==> config.mk <==
export PLATFORM = sky130hd
export DESIGN_NAME = csv_record_tokenizer_unit
export DESIGN_NICKNAME = d
export VERILOG_FILES = /design/src/rtl/csv_tok_pkg.sv /design/src/rtl/csv_tok_core.sv /design/src/rtl/csv_tok_outbuf.sv /design/src/rtl/csv_record_tokenizer_unit.sv
export VERILOG_INCLUDE_DIRS = /design/src /design/src/rtl
export SDC_FILE = /design/constraint.sdc
export NUM_CORES = 1
export LEC_CHECK = 0
export ABC_AREA = 1
export ABC_CLOCK_PERIOD_IN_PS = 2700
export BUFFER_PORTS_ARGS = -buffer_cell sky130_fd_sc_hd__buf_2
export CORE_UTILIZATION = 41
export CTS_CLUSTER_SIZE = 12
export DETAILED_ROUTE_END_ITERATION = 12
export SETUP_SLACK_MARGIN = 0.4
export SYNTH_ARGS = -nofsm -noshare
export SYNTH_HDL_FRONTEND = slang
export SYNTH_SLANG_ARGS = --single-unit
export TNS_END_PERCENT = 100
==> constraint.sdc <==
create_clock -name clk -period 2.7 [get_ports clk]
set_input_delay 0.54 -clock clk [delete_from_list [all_inputs] [get_ports clk]]
set_output_delay 0.54 -clock clk [all_outputs]
set_load 0.05 [all_outputs]
==> src/rtl/csv_record_tokenizer_unit_macros.svh <==
// Assertion macros shared by the CSV tokenizer RTL.
// Each macro expects clk and rst_n to be visible in the module that uses it.
`ifndef CSV_RECORD_TOKENIZER_UNIT_MACROS_SVH
`define CSV_RECORD_TOKENIZER_UNIT_MACROS_SVH

// Same-cycle implication, checked only outside reset.
`define CSV_TOK_ASSERT_IMP(label, ante, cons, msg) \
  label: assert property (@(posedge clk) disable iff (!rst_n) (ante) |-> (cons)) \
    else $error(msg);

// Next-cycle implication, checked only outside reset.
`define CSV_TOK_ASSERT_NXT(label, ante, cons, msg) \
  label: assert property (@(posedge clk) disable iff (!rst_n) (ante) |=> (cons)) \
    else $error(msg);

`endif

==> src/rtl/csv_tok_pkg.sv <==
// Shared types, codes and helpers for the CSV record tokenizer.
// No dependencies; every RTL module imports this package.
package csv_tok_pkg;

  // Fixed characters of the format.
  localparam logic [7:0] CH_LF = 8'h0A;
  localparam logic [7:0] CH_CR = 8'h0D;

  // Configuration register file.
  localparam int CFG_IDX_W  = 2;
  localparam int CFG_DATA_W = 7;
  localparam logic [CFG_IDX_W-1:0]  REG_SEPARATOR   = 2'd0;
  localparam logic [CFG_IDX_W-1:0]  REG_QUOTE       = 2'd1;
  localparam logic [CFG_DATA_W-1:0] SEPARATOR_RESET = 7'd44;
  localparam logic [CFG_DATA_W-1:0] QUOTE_RESET     = 7'd34;

  // Parser modes.
  typedef enum logic [2:0] {
    MODE_START  = 3'd0,
    MODE_UNQ    = 3'd1,
    MODE_QUOTED = 3'd2,
    MODE_QESC   = 3'd3,
    MODE_SKIP   = 3'd4
  } mode_t;

  // What a word closes.
  typedef enum logic [1:0] {
    CL_NONE   = 2'd0,
    CL_FIELD  = 2'd1,
    CL_RECORD = 2'd2,
    CL_ERROR  = 2'd3
  } close_t;

  // Input word.
  typedef struct packed {
    logic [7:0] char_byte;
    logic       end_of_stream;
  } in_word_t;

  // Result word.
  typedef struct packed {
    logic       has_byte;
    logic [7:0] out_byte;
    logic       field_done;
    logic       record_done;
    logic       unclosed_quote;
    logic       last;
  } out_word_t;

  // Up to two results caused by one input word.
  typedef struct packed {
    logic [1:0] cnt;
    out_word_t  r0;
    out_word_t  r1;
  } res_pair_t;

  // Build one result word from its parts.
  function automatic out_word_t make_res(logic has, logic [7:0] b, close_t cl, logic lst);
    out_word_t r;
    r.has_byte       = has;
    r.out_byte       = has ? b : 8'd0;
    r.field_done     = (cl != CL_NONE);
    r.record_done    = (cl == CL_RECORD) || (cl == CL_ERROR);
    r.unclosed_quote = (cl == CL_ERROR);
    r.last           = lst;
    return r;
  endfunction

endpackage

==> src/rtl/csv_tok_core.sv <==
// Parse-mode state machine and per-byte result decode of the CSV tokenizer.
// Depends on csv_tok_pkg and the assertion macro header.
`include "csv_record_tokenizer_unit_macros.svh"

module csv_tok_core (
  input  logic                  clk,
  input  logic                  rst_n,
  input  logic                  step,
  input  csv_tok_pkg::in_word_t item,
  input  logic [6:0]            sep_char,
  input  logic [6:0]            quo_char,
  output csv_tok_pkg::res_pair_t res
);
  import csv_tok_pkg::*;

  mode_t      mode_r, mode_nxt, mode_byte;
  logic [7:0] c;
  logic       eos, is_sep, is_quo, is_brk;
  mode_t      brk_mode;
  logic [1:0] nb;
  close_t     cl_byte, cl;

  assign c        = item.char_byte;
  assign eos      = item.end_of_stream;
  assign is_sep   = (c == {1'b0, sep_char});
  assign is_quo   = (c == {1'b0, quo_char});
  assign is_brk   = (c == CH_LF) || (c == CH_CR);
  assign brk_mode = (c == CH_CR) ? MODE_SKIP : MODE_START;

  // Next mode: effect of the byte, then end of stream forces a fresh start.
  always_comb begin
    mode_byte = mode_r;
    unique case (mode_r)
      MODE_START: begin
        if (is_sep)      mode_byte = MODE_START;
        else if (is_brk) mode_byte = brk_mode;
        else if (is_quo) mode_byte = MODE_QUOTED;
        else             mode_byte = MODE_UNQ;
      end
      MODE_UNQ: begin
        if (is_sep)      mode_byte = MODE_START;
        else if (is_brk) mode_byte = brk_mode;
      end
      MODE_QUOTED: begin
        if (is_quo) mode_byte = MODE_QESC;
      end
      MODE_QESC: begin
        if (is_sep)      mode_byte = MODE_START;
        else if (is_brk) mode_byte = brk_mode;
        else             mode_byte = MODE_QUOTED;
      end
      MODE_SKIP: begin
        mode_byte = (c == CH_LF) ? MODE_START : MODE_SKIP;
      end
      default: mode_byte = MODE_START;
    endcase
    mode_nxt = eos ? MODE_START : mode_byte;
  end

  // Outputs: how many content bytes and which close mark this byte causes.
  always_comb begin
    nb      = 2'd0;
    cl_byte = CL_NONE;
    unique case (mode_r)
      MODE_START: begin
        if (is_sep)       cl_byte = CL_FIELD;
        else if (is_brk)  cl_byte = CL_RECORD;
        else if (!is_quo) nb = 2'd1;
      end
      MODE_UNQ: begin
        if (is_sep)      cl_byte = CL_FIELD;
        else if (is_brk) cl_byte = CL_RECORD;
        else             nb = 2'd1;
      end
      MODE_QUOTED: begin
        if (!is_quo) nb = 2'd1;
      end
      MODE_QESC: begin
        if (is_sep)      cl_byte = CL_FIELD;
        else if (is_brk) cl_byte = CL_RECORD;
        else if (is_quo) nb = 2'd1;
        else             nb = 2'd2;
      end
      default: nb = 2'd0;
    endcase

    // End of stream closes whatever is still open.
    cl = cl_byte;
    if (eos) begin
      if (mode_byte == MODE_QUOTED) cl = CL_ERROR;
      else if (mode_byte == MODE_UNQ || mode_byte == MODE_QESC || cl_byte == CL_FIELD)
        cl = CL_RECORD;
    end

    // Close marks ride on the last byte, or go out alone.
    res.r1 = make_res(1'b0, 8'd0, CL_NONE, 1'b0);
    case (nb)
      2'd2: begin
        res.cnt = 2'd2;
        res.r0  = make_res(1'b1, {1'b0, quo_char}, CL_NONE, 1'b0);
        res.r1  = make_res(1'b1, c, cl, 1'b1);
      end
      2'd1: begin
        res.cnt = 2'd1;
        res.r0  = make_res(1'b1, c, cl, 1'b1);
      end
      default: begin
        res.cnt = (cl != CL_NONE) ? 2'd1 : 2'd0;
        res.r0  = make_res(1'b0, 8'd0, cl, 1'b1);
      end
    endcase
  end

  // Mode register advances once per word taken from the input stage.
  always_ff @(posedge clk) begin
    if (!rst_n) begin
      mode_r <= MODE_START;
    end else if (step) begin
      mode_r <= mode_nxt;
    end
  end

  `CSV_TOK_ASSERT_NXT(a_eos_restart, step && eos, mode_r == MODE_START, "no restart after end of stream")
  `CSV_TOK_ASSERT_IMP(a_pair_quoted, step && res.cnt == 2'd2, mode_byte == MODE_QUOTED, "byte pair outside quotes")
  `CSV_TOK_ASSERT_NXT(a_mode_hold, !step, mode_r == $past(mode_r), "mode moved without a word")

endmodule

==> src/rtl/csv_tok_outbuf.sv <==
// Two-entry result buffer of the CSV tokenizer: takes a result pair, sends words in order.
// Depends on csv_tok_pkg and the assertion macro header.
`include "csv_record_tokenizer_unit_macros.svh"

module csv_tok_outbuf (
  input  logic                   clk,
  input  logic                   rst_n,
  input  logic                   take,
  input  csv_tok_pkg::res_pair_t res,
  output logic                   can_take,
  output logic                   out_valid,
  input  logic                   out_ready,
  output csv_tok_pkg::out_word_t out_data
);
  import csv_tok_pkg::*;

  logic [1:0] cnt_r, cnt_nxt;
  out_word_t  e0_r, e1_r;
  logic       pop;

  assign out_valid = (cnt_r != 2'd0);
  assign out_data  = e0_r;
  assign pop       = out_valid && out_ready;
  // A new pair fits only when the buffer is empty or its one word leaves this cycle.
  assign can_take  = (cnt_r == 2'd0) || (cnt_r == 2'd1 && out_ready);

  // Fill count.
  always_comb begin
    if (take)     cnt_nxt = res.cnt;
    else if (pop) cnt_nxt = cnt_r - 2'd1;
    else          cnt_nxt = cnt_r;
  end

  always_ff @(posedge clk) begin
    if (!rst_n) begin
      cnt_r <= 2'd0;
    end else begin
      cnt_r <= cnt_nxt;
    end
  end

  // Entries: load a fresh pair, or shift the second word to the head.
  always_ff @(posedge clk) begin
    if (take) begin
      e0_r <= res.r0;
      e1_r <= res.r1;
    end else if (pop) begin
      e0_r <= e1_r;
    end
  end

  `CSV_TOK_ASSERT_IMP(a_head_not_last, out_valid && !out_data.last, cnt_r == 2'd2, "non-final word without a follower")
  `CSV_TOK_ASSERT_IMP(a_tail_last, cnt_r == 2'd2, e1_r.last, "second word not final")
  `CSV_TOK_ASSERT_NXT(a_empty_take, take && res.cnt == 2'd0, cnt_r == 2'd0, "stale word after empty take")
  `CSV_TOK_ASSERT_IMP(a_full_blocks, cnt_r == 2'd2, !can_take, "take offered while full")

endmodule

==> src/rtl/csv_record_tokenizer_unit.sv <==
// CSV record tokenizer: stream bytes in, field bytes and close marks out.
// Accepted bytes pass through the input stage register, then the result buffer registers.
// Throughput: one byte per cycle while out_ready stays high; a byte that yields two words
// (lone quote plus byte) holds input until its first word leaves the single output port.
// Reset (synchronous, rst_n low): parser to record start, separator ',' and quote '"'.
// Depends on csv_tok_pkg, csv_tok_core and csv_tok_outbuf.
module csv_record_tokenizer_unit (
  input  logic                                  clk,
  input  logic                                  rst_n,
  input  logic                                  in_valid,
  output logic                                  in_ready,
  input  csv_tok_pkg::in_word_t                 in_data,
  output logic                                  out_valid,
  input  logic                                  out_ready,
  output csv_tok_pkg::out_word_t                out_data,
  input  logic                                  cfg_we,
  input  logic [csv_tok_pkg::CFG_IDX_W-1:0]     cfg_index,
  input  logic [csv_tok_pkg::CFG_DATA_W-1:0]    cfg_wdata
);
  import csv_tok_pkg::*;

  logic [CFG_DATA_W-1:0] sep_r, quo_r;
  logic                  s_valid_r, s_valid_nxt;
  in_word_t              s_item_r;
  logic                  can_take, take, in_fire;
  res_pair_t             res;

  // Configuration registers.
  always_ff @(posedge clk) begin
    if (!rst_n) begin
      sep_r <= SEPARATOR_RESET;
      quo_r <= QUOTE_RESET;
    end else if (cfg_we) begin
      unique case (cfg_index)
        REG_SEPARATOR: sep_r <= cfg_wdata;
        REG_QUOTE:     quo_r <= cfg_wdata;
        default: ;
      endcase
    end
  end

  // Input stage: refills in the same cycle that its word moves on.
  assign take     = s_valid_r && can_take;
  assign in_ready = !s_valid_r || take;
  assign in_fire  = in_valid && in_ready;

  always_comb begin
    if (in_fire)   s_valid_nxt = 1'b1;
    else if (take) s_valid_nxt = 1'b0;
    else           s_valid_nxt = s_valid_r;
  end

  always_ff @(posedge clk) begin
    if (!rst_n) begin
      s_valid_r <= 1'b0;
    end else begin
      s_valid_r <= s_valid_nxt;
    end
  end

  always_ff @(posedge clk) begin
    if (in_fire) begin
      s_item_r <= in_data;
    end
  end

  // Parser.
  csv_tok_core u_core (
    .clk      (clk),
    .rst_n    (rst_n),
    .step     (take),
    .item     (s_item_r),
    .sep_char (sep_r),
    .quo_char (quo_r),
    .res      (res)
  );

  // Result buffer.
  csv_tok_outbuf u_outbuf (
    .clk       (clk),
    .rst_n     (rst_n),
    .take      (take),
    .res       (res),
    .can_take  (can_take),
    .out_valid (out_valid),
    .out_ready (out_ready),
    .out_data  (out_data)
  );

endmodule
=== Word-level counts from Yosys, hierarchy flattened ===
Cells that the tools add are included.
W data, S select, Z words.

* $add $sub $neg: 1
* $mul: 0
* Div/mod/pow operators: 0
* Order comparisons: 0
* Equality and inequality tests: 18
* Shift operators: 0
* Mux-type cells: 36
* Bitwise gates (word level): 0
* Reduce and logical (&&, ||, !) cells: 21

{| class="wikitable"
|+ Operator list
! cell !! number
|-
| $mux W13 || 3
|-
| $mux W2 || 15
|-
| $mux W3 || 10
|-
| $pmux W15 S2 || 1
|-
| $eq A8 B4 Y1 const B || 2
|-
| $eq A8 B7 Y1 || 2
|-
| $pmux W3 S5 || 1
|-
| $eq A3 B2 Y1 const B || 4
|-
| $eq A2 B1 Y1 const B || 4
|-
| $pmux W2 S4 || 1
|-
| $reduce_bool A2 Y1 || 4
|-
| $eq A2 B2 Y1 const B || 3
|-
| $eq A3 B1 Y1 const B || 2
|-
| $logic_or A1 B1 Y1 || 6
|-
| $mux W1 || 5
|-
| $logic_and A1 B1 Y1 || 4
|-
| $logic_not A2 Y1 || 2
|-
| $reduce_and A2 Y1 || 2
|-
| $eq A3 B3 Y1 const B || 1
|-
| $logic_not A3 Y1 || 1
|-
| $reduce_or A3 Y1 || 1
|-
| $sub A2 B1 Y2 const B || 1
|-
| $logic_not A1 Y1 || 1
|}

* Register bits after elaboration: 55
* Latch bits: 0
* Bits in writable memories: 0
* Memory bits (read-only): 0
* Input bits: 23
* Output and inout bits: 15
* Word-level logic and storage cells: 95
* Memories kept: 0

=== Depth between registers and ports, before layout ===
Gate-level depths: netlist (run 1).

* Depth in word-level cells: 15
* Mapped depth: 17
* Gate-level depth less buffers: 16

=== Modules after synthesis ===
Synthesis (run 1) repeated with hierarchy kept, for this count alone.

* Cells, all modules: 375
* Area, all modules: 2,904.0 um2

{| class="wikitable"
|+ Modules (own cells, without submodules)
! module !! instances !! cells each !! area an instance (um2) !! sequential area each (um2)
|-
| csv_tok_outbuf || 1 || 94 || 1,121.1 || 820.8
|-
| csv_record_tokenizer_unit || 1 || 99 || 902.1 || 570.5
|-
| csv_tok_core || 1 || 182 || 880.8 || 60.1
|}

=== Worst setup path before layout (run 1) ===
Ideal clock, no wire load.

* Kind: reg-to-reg
* From: register u_outbuf.cnt_r[0]
* To: register u_outbuf.cnt_r[1]
* Library setup time: 0.121 ns
* Arrival: 2.417 ns
* Data required time: 2.579 ns
* Slack: 0.162 ns
* Cell stages (with the launch flop): 8
* Buffers on the path: 0
* Period minus slack after synthesis: 2.538 ns
* Cells stage by stage: dfxtp_1 -> inv_1 -> ha_1 -> inv_1 -> o21ai_0 -> o21ai_0 -> o221ai_1 -> inv_1

* Elaborated cells between the ends (all ways): 11
* Those cells by class: add/sub: 1; eq/ne: 1; mux: 2; reduce/logical: 7

{| class="wikitable"
|+ RTL lines
! item !! line !! text
|-
| start, declared || csv_tok_outbuf.sv:17 || <nowiki>logic [1:0] cnt_r, cnt_nxt;</nowiki>
|-
| start signal, assigned || csv_tok_outbuf.sv:38 || <nowiki>cnt_r <= cnt_nxt;</nowiki>
|-
| $reduce_bool A2 Y1 || csv_tok_outbuf.sv:21 || <nowiki>assign out_valid = (cnt_r != 2'd0);</nowiki>
|-
| named net out_valid || csv_record_tokenizer_unit.sv:13 || <nowiki>output logic out_valid,</nowiki>
|-
| $logic_and A1 B1 Y1 || csv_tok_outbuf.sv:23 || <nowiki>assign pop = out_valid && out_ready;</nowiki>
|-
| $reduce_bool A2 Y1 (no source line) || n/a ||
|}

The timed path passes the listed nets, and every way through them passes these cells. The select of a mux whose other input is x is not followed.
A chain may end at the register's enable or synchronous reset.

=== Worst setup path after layout (run 1) ===
* From: register s_item_r[3] (netlist name)
* To: register u_outbuf.e0_r (netlist bit u_outbuf.out_data[8]) (data pin)

* Cells in the longest elaborated chain, start to end: 8
* Elaborated cells between the ends (all ways): 18
* Those cells by class: eq/ne: 6; mux: 11; reduce/logical: 1

{| class="wikitable"
|+ Ends and longest elaborated chain
! item !! line !! text
|-
| start, declared || csv_record_tokenizer_unit.sv:24 || <nowiki>in_word_t s_item_r;</nowiki>
|-
| start signal, assigned || csv_record_tokenizer_unit.sv:63 || <nowiki>s_item_r <= in_data;</nowiki>
|-
| $eq A8 B7 Y1 or $eq A8 B4 Y1 (tied branches) || csv_tok_core.sv:26, csv_tok_core.sv:27 ||
|-
| $mux W2 (tied with other cells) || csv_tok_core.sv:81 || <nowiki>else if (is_quo) nb = 2'd1;</nowiki>
|-
| $mux W2 (tied with other cells) || csv_tok_core.sv:80 || <nowiki>else if (is_brk) cl_byte = CL_RECORD;</nowiki>
|-
| $mux W2, on equally long branches || csv_tok_core.sv:79, csv_tok_core.sv:66, csv_tok_core.sv:71 ||
|-
| $pmux W2 S4 * || csv_tok_core.sv:64 || <nowiki>unique case (mode_r)</nowiki>
|-
| $eq A2 B1 Y1 or $eq A2 B2 Y1 (tied branches) || csv_tok_core.sv:97 || <nowiki>case (nb)</nowiki>
|-
| $pmux W15 S2 * || csv_tok_core.sv:97 ||
|-
| $mux W13 * || csv_tok_outbuf.sv:44 || <nowiki>if (take) begin</nowiki>
|-
| end signal, assigned || csv_tok_outbuf.sv:45 || <nowiki>e0_r <= res.r0;</nowiki>
|-
| end signal, assigned || csv_tok_outbuf.sv:48 || <nowiki>e0_r <= e1_r;</nowiki>
|-
| end, declared || csv_tok_outbuf.sv:18 || <nowiki>out_word_t e0_r, e1_r;</nowiki>
|}

Mark *: on every way between the ends. The rest lies on a longest branch, timed or not.

==> run_results.csv, run 1 <==
group,metric,value,unit
route,wl_met3,225,um
cts,cts_buffers,5,
critical_path,start_kind,"flip-flop",
hold_path,holdCritPathClass,"input pin to flip-flop",
place,numPortBuffers,37,
synthesis,syn-instance-count,335,
cts,holdBufCountCts,0,
global_routing,track_usage,0.1864,
sta,fmax,411.1,MHz
sta,final_max_slew_viol_count,0,
route,wl_met1,2930,um
route,ant_nets,0,
global_routing,antenna_found_initial,0,
sta,setup_tns,0,ps
global_routing,grt_max_degree,18,
route,drc_errors,8,
run_status,failed_checks,"design-rule violations",
flow_run,drv_cap,0,
floorplan,die_y,84.07,um
power,ir_worst_vdd,0.3635,mV
global_routing,grt_first_pass_wirelength,10090,um
sta,rsz0062_at_grt,"yes",
route,drtIter0Drc,118,
critical_path,crit_fanout,8,
cells_and_area,drive_gt1_frac,0.3392,
floorplan,io_pins,38,
synthesis,ys_types,27,
cts,root_buffer,"clkbuf_8",
global_routing,grt_overflow_total,0,
cts,cts_sinks,54,
place,dp_hpwl,4711,um
cts,cts_tree,"built",
cells_and_area,fill_cells,610,
floorplan,initial_core_util,0.4300,
critical_path,reg2reg_depth,14,
synthesis,yosys_warnings,0,
hold_path,whs_path_depth,1,
cells_and_area,diodes,0,
critical_path,worstPathArrival,2570,ps
sta,hold_viol,0,
synthesis,synth-seq-area-share,0.5147,
cells_and_area,layout_commonest_cell,"nand2_1",
floorplan,fp.dieArea,7067,sq um
synthesis,syn_area,2761,sq um
cells_and_area,fin_cells,478,
route,avgViaCountPerCell,4.831,
route,wirelength,6434,um
sta,fin_worst_skew,12.87,ps
sta,fin_crit,2433,ps
critical_path,cp.required,2840,ps
critical_path,worst_setup_path_end_kind,"flip-flop",
cells_and_area,most-common-layout-cells,"nand2_1, inv_1, buf_2",
floorplan,rows,29,
route,wl_met2,3199,um
cells_and_area,final_nets,428,
cts,cts.htree.levels,2,
sta,whs,394.2,ps
route,highest-signal-layer,"met4",
route,dr_total_vias,2309,
power,p_per_area,785.0,nW/um^2
sta,slew_headroom,0.5966,
cells_and_area,syn2layout_area_growth,25.87,%
power,p_leak,1.617,nW
global_routing,first_global_vias,2198,
run_status,status,"complete, but fails checks",
cts,clockBufferDepth,2,
route,wire_per_inst,13.46,um
critical_path,path_class,"flip-flop to flip-flop",
floorplan,die_w,84.07,um
route,dr.pass1.iters,10,
sta,finalSetupViolCount,0,
cells_and_area,final_core_util,0.5412,
synthesis,ys_ff_latch,54,
cts,clk_latency,310,ps
sta,worst_pin_slew,600.4,ps
place,dp_cells,448,
cts,path_clk_slew,100,ps
sta,post-route-period-util,0.9010,
synthesis,syn_area_per_cell,8.243,sq um
floorplan,core_region_area,6422,sq um
place,gp_congestion,0.8518,
cells_and_area,final_cell_area,3476,sq um
synthesis,synth_fp_nets,363,
place,place_area,3067,sq um
[synth_stat cells (all sizes together)]
cell type,instances,area (sq um)
a21oi,17,92.59
a22o,1,8.760
buf,1,7.510
clkbuf,5,18.77
clkinv,1,3.750
dfxtp,20,400.4
edfxtp,34,1021
ha,5,62.56
inv,59,221.5
nand2,111,436.7
nand3,14,95.09
nand4,2,12.51
nor2,27,121.4
nor3,6,45.04
o211ai,3,22.52
o21ai,18,97.60
o221ai,1,8.760
o311ai,6,52.55
o31ai,2,15.01
xnor2,2,17.52
[repair_timing]
item | CTS | global route
cloned | 0 | 0
setup buffers | 14 | 8
endpoints found under the setup margin | 13 | 23
resized for setup | 24 | 21
pin swaps | 17 | 16
[worst max-delay path, stage by stage, from the launching register on]
cell	delay [ps]
edfxtp_1	560
inv_2	90
a21oi_2	120
nand2_1	70
nor2_2	90
nand2_2	110
buf_4	150
nor2_2	110
nor3_2	60
ha_1	300
inv_2	90
nand2_4	90
nor2_4	230
nand2_1	110
o311ai_2	80
[cell families (layout without fill, tap and decap cells)]
kind of cell / Yosys count / in the layout / synth area share
compound gates: 48 / 48 / 0.1078
xor+xnor: 2 / 2 / 0.006345
fa+ha+maj: 5 / 5 / 0.02266
buf+inv: 66 / 132 / 0.09108
flops: 54 / 54 / 0.5147
simple gates: 160 / 160 / 0.2574
[sequential cells by signal, summed over array words and instances (netlist names)]
register,flops
quo_r,7
u_outbuf.out_data,13
u_core.mode_r,3
u_outbuf.e1_r,12
sep_r,7
s_valid_r,1
s_item_r,9
u_outbuf.cnt_r,2
[metal layers]
layer  vias up  global-route usage
met2        41              0.3331
met3         8             0.03561
met5         -                   0
met4         0             0.04702
li1       1205                   -
met1      1055              0.2299
[area by class of cell]
type	instances	area, sq um	area share
clock inverters	2	33.78	0.009719
inverters	60	230.2	0.06623
multi-input cells	215	1230	0.3539
flip-flops and latches	54	1421	0.4089
clock buffers	6	72.57	0.02088
well taps	77	96.34	0.02772
repair buffers	64	391.6	0.1127
[final timing paths]
check,slack (ps),from,to
worst max-delay path,270,s_item_r[3],u_outbuf.out_data[8]
worst min-delay path,390,in_data[7],s_item_r[7]
worst max register to register,270,s_item_r[3],u_outbuf.out_data[8]
worst min register to register,490,sep_r[4],sep_r[4]
[through the flow]
| step | worst slack [ps] | total power, W |
|---|---|---|
| final | 267.4 | 0.002728 |
| after detailed placement | -1.098 | 0.002081 |
| after global routing | 104.4 | 0.002870 |
| after floorplan | 413.2 | 0.001846 |
| after global placement | 48.77 | 0.002069 |
| after CTS | 327.1 | 0.002692 |
[report_power, final]
part	switching, W	internal [W]
combinational	0.000743	0.000294
clock	0.000270	0.000275
sequential	0.0000649	0.00108
No activity file was read; power rests on OpenSTA's default activity.
==> inputs of run 2 (changes only) <==
--- a/config.mk
+++ b/config.mk
@@ -9,6 +9,7 @@
 export ABC_AREA = 1
 export ABC_CLOCK_PERIOD_IN_PS = 2700
 export BUFFER_PORTS_ARGS = -buffer_cell sky130_fd_sc_hd__buf_2
+export CORE_MARGIN = 10
 export CORE_UTILIZATION = 41
 export CTS_CLUSTER_SIZE = 12
 export DETAILED_ROUTE_END_ITERATION = 12
==> run 2 against run 1 <==
- the run now ends clean
- clock skew is 1.1 ps lower
- global-route usage is 5.2 points lower
- sequential share of layout area is 1.3 points lower
- worst setup slack worse by 6.2 ps
- die area is 47% higher
- count of clock-buffer cells in the layout is 1 higher
- worst hold slack better by 10 ps
- critical path type unchanged
- critical endpoint is now u_outbuf.out_data[10]
- largest cell class unchanged
==> run_results.csv, run 2 (synthesis results as in run 1) <==
group,metric,value,unit
global_routing,grt_util_met1,0.1702,
floorplan,rows,29,
route,drc_errors,0,
global_routing,first_global_vias,2287,
cells_and_area,fin_cells,490,
cts,cts_tree,"built",
cts,root_buffer,"clkbuf_8",
sta,worst_pin_slew,691.6,ps
route,avgViaCountPerCell,4.833,
cells_and_area,most-common-layout-cells,"nand2_1, inv_1, buf_2",
critical_path,crit_start,"s_item_r[8]",
cells_and_area,largest_register_ffs,13,
route,dr.pass1.iters,4,
cts,clockBufferDepth,2,
cts,clk_latency,310,ps
global_routing,grt.busiest_layer,"met2",
flow_run,drv_cap,0,
global_routing,antenna_found_initial,0,
sta,post-route-period-util,0.9033,
sta,whs,404.6,ps
cts,path_clk_slew,90,ps
cells_and_area,seqCellArea,1421,sq um
power,p_per_area,751.8,nW/um^2
sta,fin_crit,2439,ps
route,dr_total_vias,2368,
cells_and_area,drive_gt1_frac,0.3511,
place,gp_congestion,0.8852,
cells_and_area,final_nets,440,
cells_and_area,multi_input_area,1271,sq um
floorplan,core_region_area,6459,sq um
sta,hold_viol,0,
critical_path,worst_setup_path_end_kind,"flip-flop",
route,wirelength,6803,um
place,numPortBuffers,37,
place,dp_cells,448,
run_status,status,"completed",
cells_and_area,final_core_util,0.5564,
global_routing,track_usage,0.1346,
global_routing,grt_max_degree,18,
sta,finalSetupViolCount,0,
sta,slew_headroom,0.5358,
critical_path,cp.required,2830,ps
place,dp_hpwl,5007,um
critical_path,worstPathArrival,2570,ps
critical_path,cp_slowest_cell,"edfxtp_1",
cells_and_area,layout_commonest_cell,"nand2_1",
cts,holdBufCountCts,0,
cts,cts.htree.levels,2,
global_routing,grt_first_pass_wirelength,11110,um
hold_path,holdCritPathClass,"input pin to flip-flop",
power,ir_worst_vdd,0.2290,mV
floorplan,initial_core_util,0.4275,
cells_and_area,syn2layout_area_growth,30.13,%
cts,cts_buffers,5,
route,drtIter0Drc,174,
floorplan,die_y,102.1,um
critical_path,path_class,"flip-flop to flip-flop",
floorplan,io_pins,38,
route,ant_nets,0,
power,p_leak,1.678,nW
hold_path,holdCritStartpoint,"in_data[6]",
sta,rsz0062_at_grt,"yes",
global_routing,grt_use_met2,0.2198,
cells_and_area,fill_cells,591,
global_routing,grt_overflow_total,0,
critical_path,path_cells,"buf_6 > a21oi_2 > nand2_1 > nor2_2 > nand2_2 > nand2_4 > o21ai_2 > nor3_2 > buf_4 > ha_4 > clkinvlp_4 > o311ai_1",
route,wire_per_inst,13.88,um
cts,cts_sinks,54,
global_routing,met3_usage,0.04049,
critical_path,max_stage_delay,500,ps
sta,fin_worst_skew,11.81,ps
sta,final_max_slew_viol_count,0,
floorplan,die_w,102.1,um
sta,fmax,410.0,MHz
critical_path,crit_fanout,8,
floorplan,fp.dieArea,10420,sq um
cells_and_area,diodes,0,
critical_path,reg2reg_from,"s_item_r[8]",
critical_path,start_kind,"flip-flop",
## run 2: cell types whose count changed in the layout (fill, tap and decap cells not counted), sizes merged
cell,before,now
bufinv,1,0
clkinv,2,1
buf,64,76
inv,59,58
clkbuf,6,7
clkinvlp,0,2
## run 2: worst max-delay path, delay by kind of cell (launching register included)
kind,cells,cell delay [ps]
compound gates,3,470
fa+ha+maj,1,150
buf+inv,3,580
flops,1,500
simple gates,5,570
## run 2: metrics by stage
stage | power [W] | setup TNS, ps | cell area [sq um] | setup WS [ps]
floorplan | 0.001846 | 0 | 2774 | 413.2
global placement | 0.002077 | 0 | 3067 | 130.5
detailed placement | 0.002090 | -12.12 | 3067 | -12.12
CTS | 0.002644 | 0 | 3413 | 329.2
global route | 0.002856 | 0 | 3593 | 87.32
finish | 0.002702 | 0 | 3593 | 261.2
## run 2: layer usage
layer	up-vias	part of all wire	routed length (um)
met5	-	0	0
met4	0	0.0079	54
met3	5	0.055	377
met2	52	0.47	3205
met1	1084	0.47	3165
li1	1227	-	-
## run 2: final cells by class
cell class                 instances  share of cell area
clock buffer                       7             0.02124
multi-input combinational        215              0.3538
inverter                          60             0.06441
tap                               77             0.02681
clock inverter                     1            0.002089
sequential                        54              0.3955
timing repair buffer              76              0.1361
## run 2: final timing paths
kind	to	slack, ps	cells past startpoint
worst max-delay path	u_outbuf.out_data[10]	260	12
worst max register to register	u_outbuf.out_data[10]	260	12
worst min register to register	sep_r[6]	470	2
worst min-delay path	s_item_r[6]	400	1
## run 2: power by group
part | internal, W | total [W] | switching [W]
logic | 0.000334 | 0.00111 | 0.000772
clock network | 0.000184 | 0.000447 | 0.000262
registers | 0.00108 | 0.00115 | 0.0000649
## run 2: repair_timing
action	4_1_cts	5_1_grt
pin swaps	17	15
resized for setup	29	19
hold endpoints to repair	0	0
setup endpoints to repair	12	16
buffers inserted	24	10
==> inputs of run 3 (changes only) <==
--- a/config.mk
+++ b/config.mk
@@ -16,5 +16,6 @@
 export SETUP_SLACK_MARGIN = 0.4
 export SYNTH_ARGS = -nofsm -noshare
 export SYNTH_HDL_FRONTEND = slang
+export SYNTH_HIERARCHICAL = 1
 export SYNTH_SLANG_ARGS = --single-unit
 export TNS_END_PERCENT = 100
==> run 3 against run 2 <==
- synthesized area grew 5.2%
- count of clock-buffer cells in the layout grew 1
- worst hold slack lost 4.6 ps
- first-iteration DRC count shrank 24%
- combinational power shrank 24%
- critical endpoint is now u_outbuf/out_data[6]
- highest routed layer unchanged
==> run_results.csv, run 3 <==
group,metric,value,unit
run_status,status,"completed",
critical_path,cp.required,2780,ps
cts,holdBufCountCts,0,
sta,fin_crit,2258,ps
synthesis,synth.most_common_cell,"nand2_1",
cells_and_area,diodes,0,
global_routing,first_global_vias,2304,
route,dr.pass1.iters,4,
synthesis,synth_area_leader_cell,"edfxtp_1",
global_routing,track_usage,0.1169,
synthesis,synth-seq-area-share,0.4998,
cts,clockBufferDepth,2,
place,numPortBuffers,37,
cts,cts_tree,"built",
sta,whs,400.0,ps
route,wirelength,6756,um
floorplan,initial_core_util,0.4251,
floorplan,die_y,104.2,um
route,drc_errors,0,
synthesis,syn_area_per_cell,7.744,sq um
sta,setup_tns,0,ps
cells_and_area,fill_cells,646,
synthesis,ys_types,26,
place,gp_congestion,0.8884,
synthesis,netlist_top_cells_count,"nand2_1, inv_1, edfxtp_1, nor2_1, dfxtp_1",
cts,cts_buffers,5,
hold_path,holdCritPathClass,"input pin to flip-flop",
floorplan,core_region_area,6832,sq um
global_routing,grt_overflow_total,0,
place,place_area,3151,sq um
power,p_leak,1.728,nW
cts,path_clk_slew,90,ps
place,dp_hpwl,4739,um
cells_and_area,final_cell_area,3591,sq um
power,ir_worst_vdd,0.1983,mV
critical_path,start_kind,"flip-flop",
global_routing,antenna_found_initial,0,
sta,fmax,442.8,MHz
cells_and_area,syn2layout_area_growth,23.65,%
synthesis,synth-main-ff-cell,"edfxtp_1",
sta,rsz0062_at_grt,"yes",
route,dr_total_vias,2443,
cts,clk_latency,310,ps
synthesis,synth.area.top_cells,"edfxtp_1, nand2_1, dfxtp_1, inv_1, nor2_1",
sta,final_max_slew_viol_count,0,
critical_path,reg2reg_depth,17,
floorplan,die_w,104.2,um
synthesis,netlist.area_leader.share,0.3619,
critical_path,worst_setup_path_end_kind,"flip-flop",
synthesis,async_reset_ff_frac,0,
critical_path,worstPathArrival,2340,ps
critical_path,crit_fanout,6,
global_routing,grt_first_pass_wirelength,10700,um
route,ant_nets,0,
sta,worst_pin_slew,633.5,ps
synthesis,synth-edff-count,35,
sta,slew_headroom,0.5761,
sta,finalSetupViolCount,0,
synthesis,ys_ff_latch,55,
cells_and_area,layout_commonest_cell,"nand2_1",
synthesis,synth_fp_nets,403,
synthesis,yosys_warnings,6,
sta,fin_worst_skew,5.091,ps
global_routing,grt_max_degree,34,
cells_and_area,drive_gt1_frac,0.2782,
critical_path,path_class,"flip-flop to flip-flop",
floorplan,io_pins,38,
cts,cts_sinks,55,
floorplan,rows,30,
route,avgViaCountPerCell,4.601,
cts,cts.htree.levels,2,
power,p_per_area,685.0,nW/um^2
sta,hold_viol,0,
synthesis,syn_area,2904,sq um
cells_and_area,most-common-layout-cells,"nand2_1, inv_1, buf_2",
flow_run,drv_cap,0,
cells_and_area,final_nets,462,
cts,root_buffer,"clkbuf_8",
route,drtIter0Drc,132,
route,wire_per_inst,12.72,um
floorplan,fp.dieArea,10850,sq um
hold_path,whs_path_depth,1,
power,total_power,0.002460,W
synthesis,syn-instance-count,375,
sta,post-route-period-util,0.8364,
## run 3: cell count changes in the layout (fill, tap and decap cells not counted), moves of 4 or more
cell     before  now
nor2_2       10    5
nor2_1       14   32
inv_1        47   53
nand3_1       7   15
nand2_1      99  126
o21ai_0      14    0
o22ai_2       0    4
buf_4        36   23
nand4_1       2    6
## run 3: final timing paths
kind	startpoint	to	slack, ps
hold reg to reg	sep_r[5]	sep_r[5]	490
setup / recovery	s_item_r[1]	u_outbuf/out_data[6]	440
hold / removal	in_data[6]	s_item_r[6]	400
setup reg to reg	s_item_r[1]	u_outbuf/out_data[6]	440
## run 3: final cells by class
type,count,area (sq um),area share
multi-input cells,245,1275,0.3551
well taps,96,120.1,0.03345
clock buffers,8,101.3,0.02822
repair buffers,62,389.1,0.1084
inverters,65,254.0,0.07073
flip-flops and latches,55,1451,0.4042
## run 3: cell families after synthesis
logic type	after synthesis	share of synthesized area
DFF	55	0.4998
xor gates and xnor gates	1	0.003016
adders and majority gates	5	0.02154
buffers and inverters	75	0.1120
AOI/OAI and AO/OA	27	0.05300
and+or+nand+nor	212	0.3106
## run 3: repair_timing
action                     in CTS  in global routing
resized for setup              11                 32
cloned                          0                  0
setup endpoints to repair       9                 13
setup buffers                  14                  8
pin swaps                       6                 12
## run 3: where the power goes
part           internal, W  total [W]  switching (W)
Clock             0.000241   0.000497       0.000256
Combinational     0.000236   0.000848       0.000612
Sequential         0.00106    0.00111      0.0000553
Total              0.00154    0.00246       0.000924
## run 3: per-stage QoR
step                utilization  std cells  setup slack (ps)
floorplan                     -        375             516.2
global placement         0.4612        501             152.3
detailed placement       0.4612        501             187.3
CTS                      0.4962        523             404.0
global route             0.5256        531             256.8
finish                   0.5256        531             441.7
## run 3: layer usage
metal | track usage | vias up | part of all wire
met5 | 0 | - | 0
met3 | 0.03036 | 7 | 0.047
li1 | - | 1284 | -
met1 | 0.1514 | 1095 | 0.46
met2 | 0.1865 | 57 | 0.48
met4 | 0.03380 | 0 | 0.011
## run 3: worst max-delay path: stages, from the launching register on
cell,delay [ps]
edfxtp_1,490
inv_2,150
nand2_1,60
nand2_1,70
nor2_2,50
nand2_2,70
nor2_4,50
nor2_4,150
nand3_4,90
nand3_4,110
inv_4,50
ha_4,290
inv_8,50
buf_6,110
nand3_2,60
o21ai_2,60
nand2_1,70
nand2_1,50
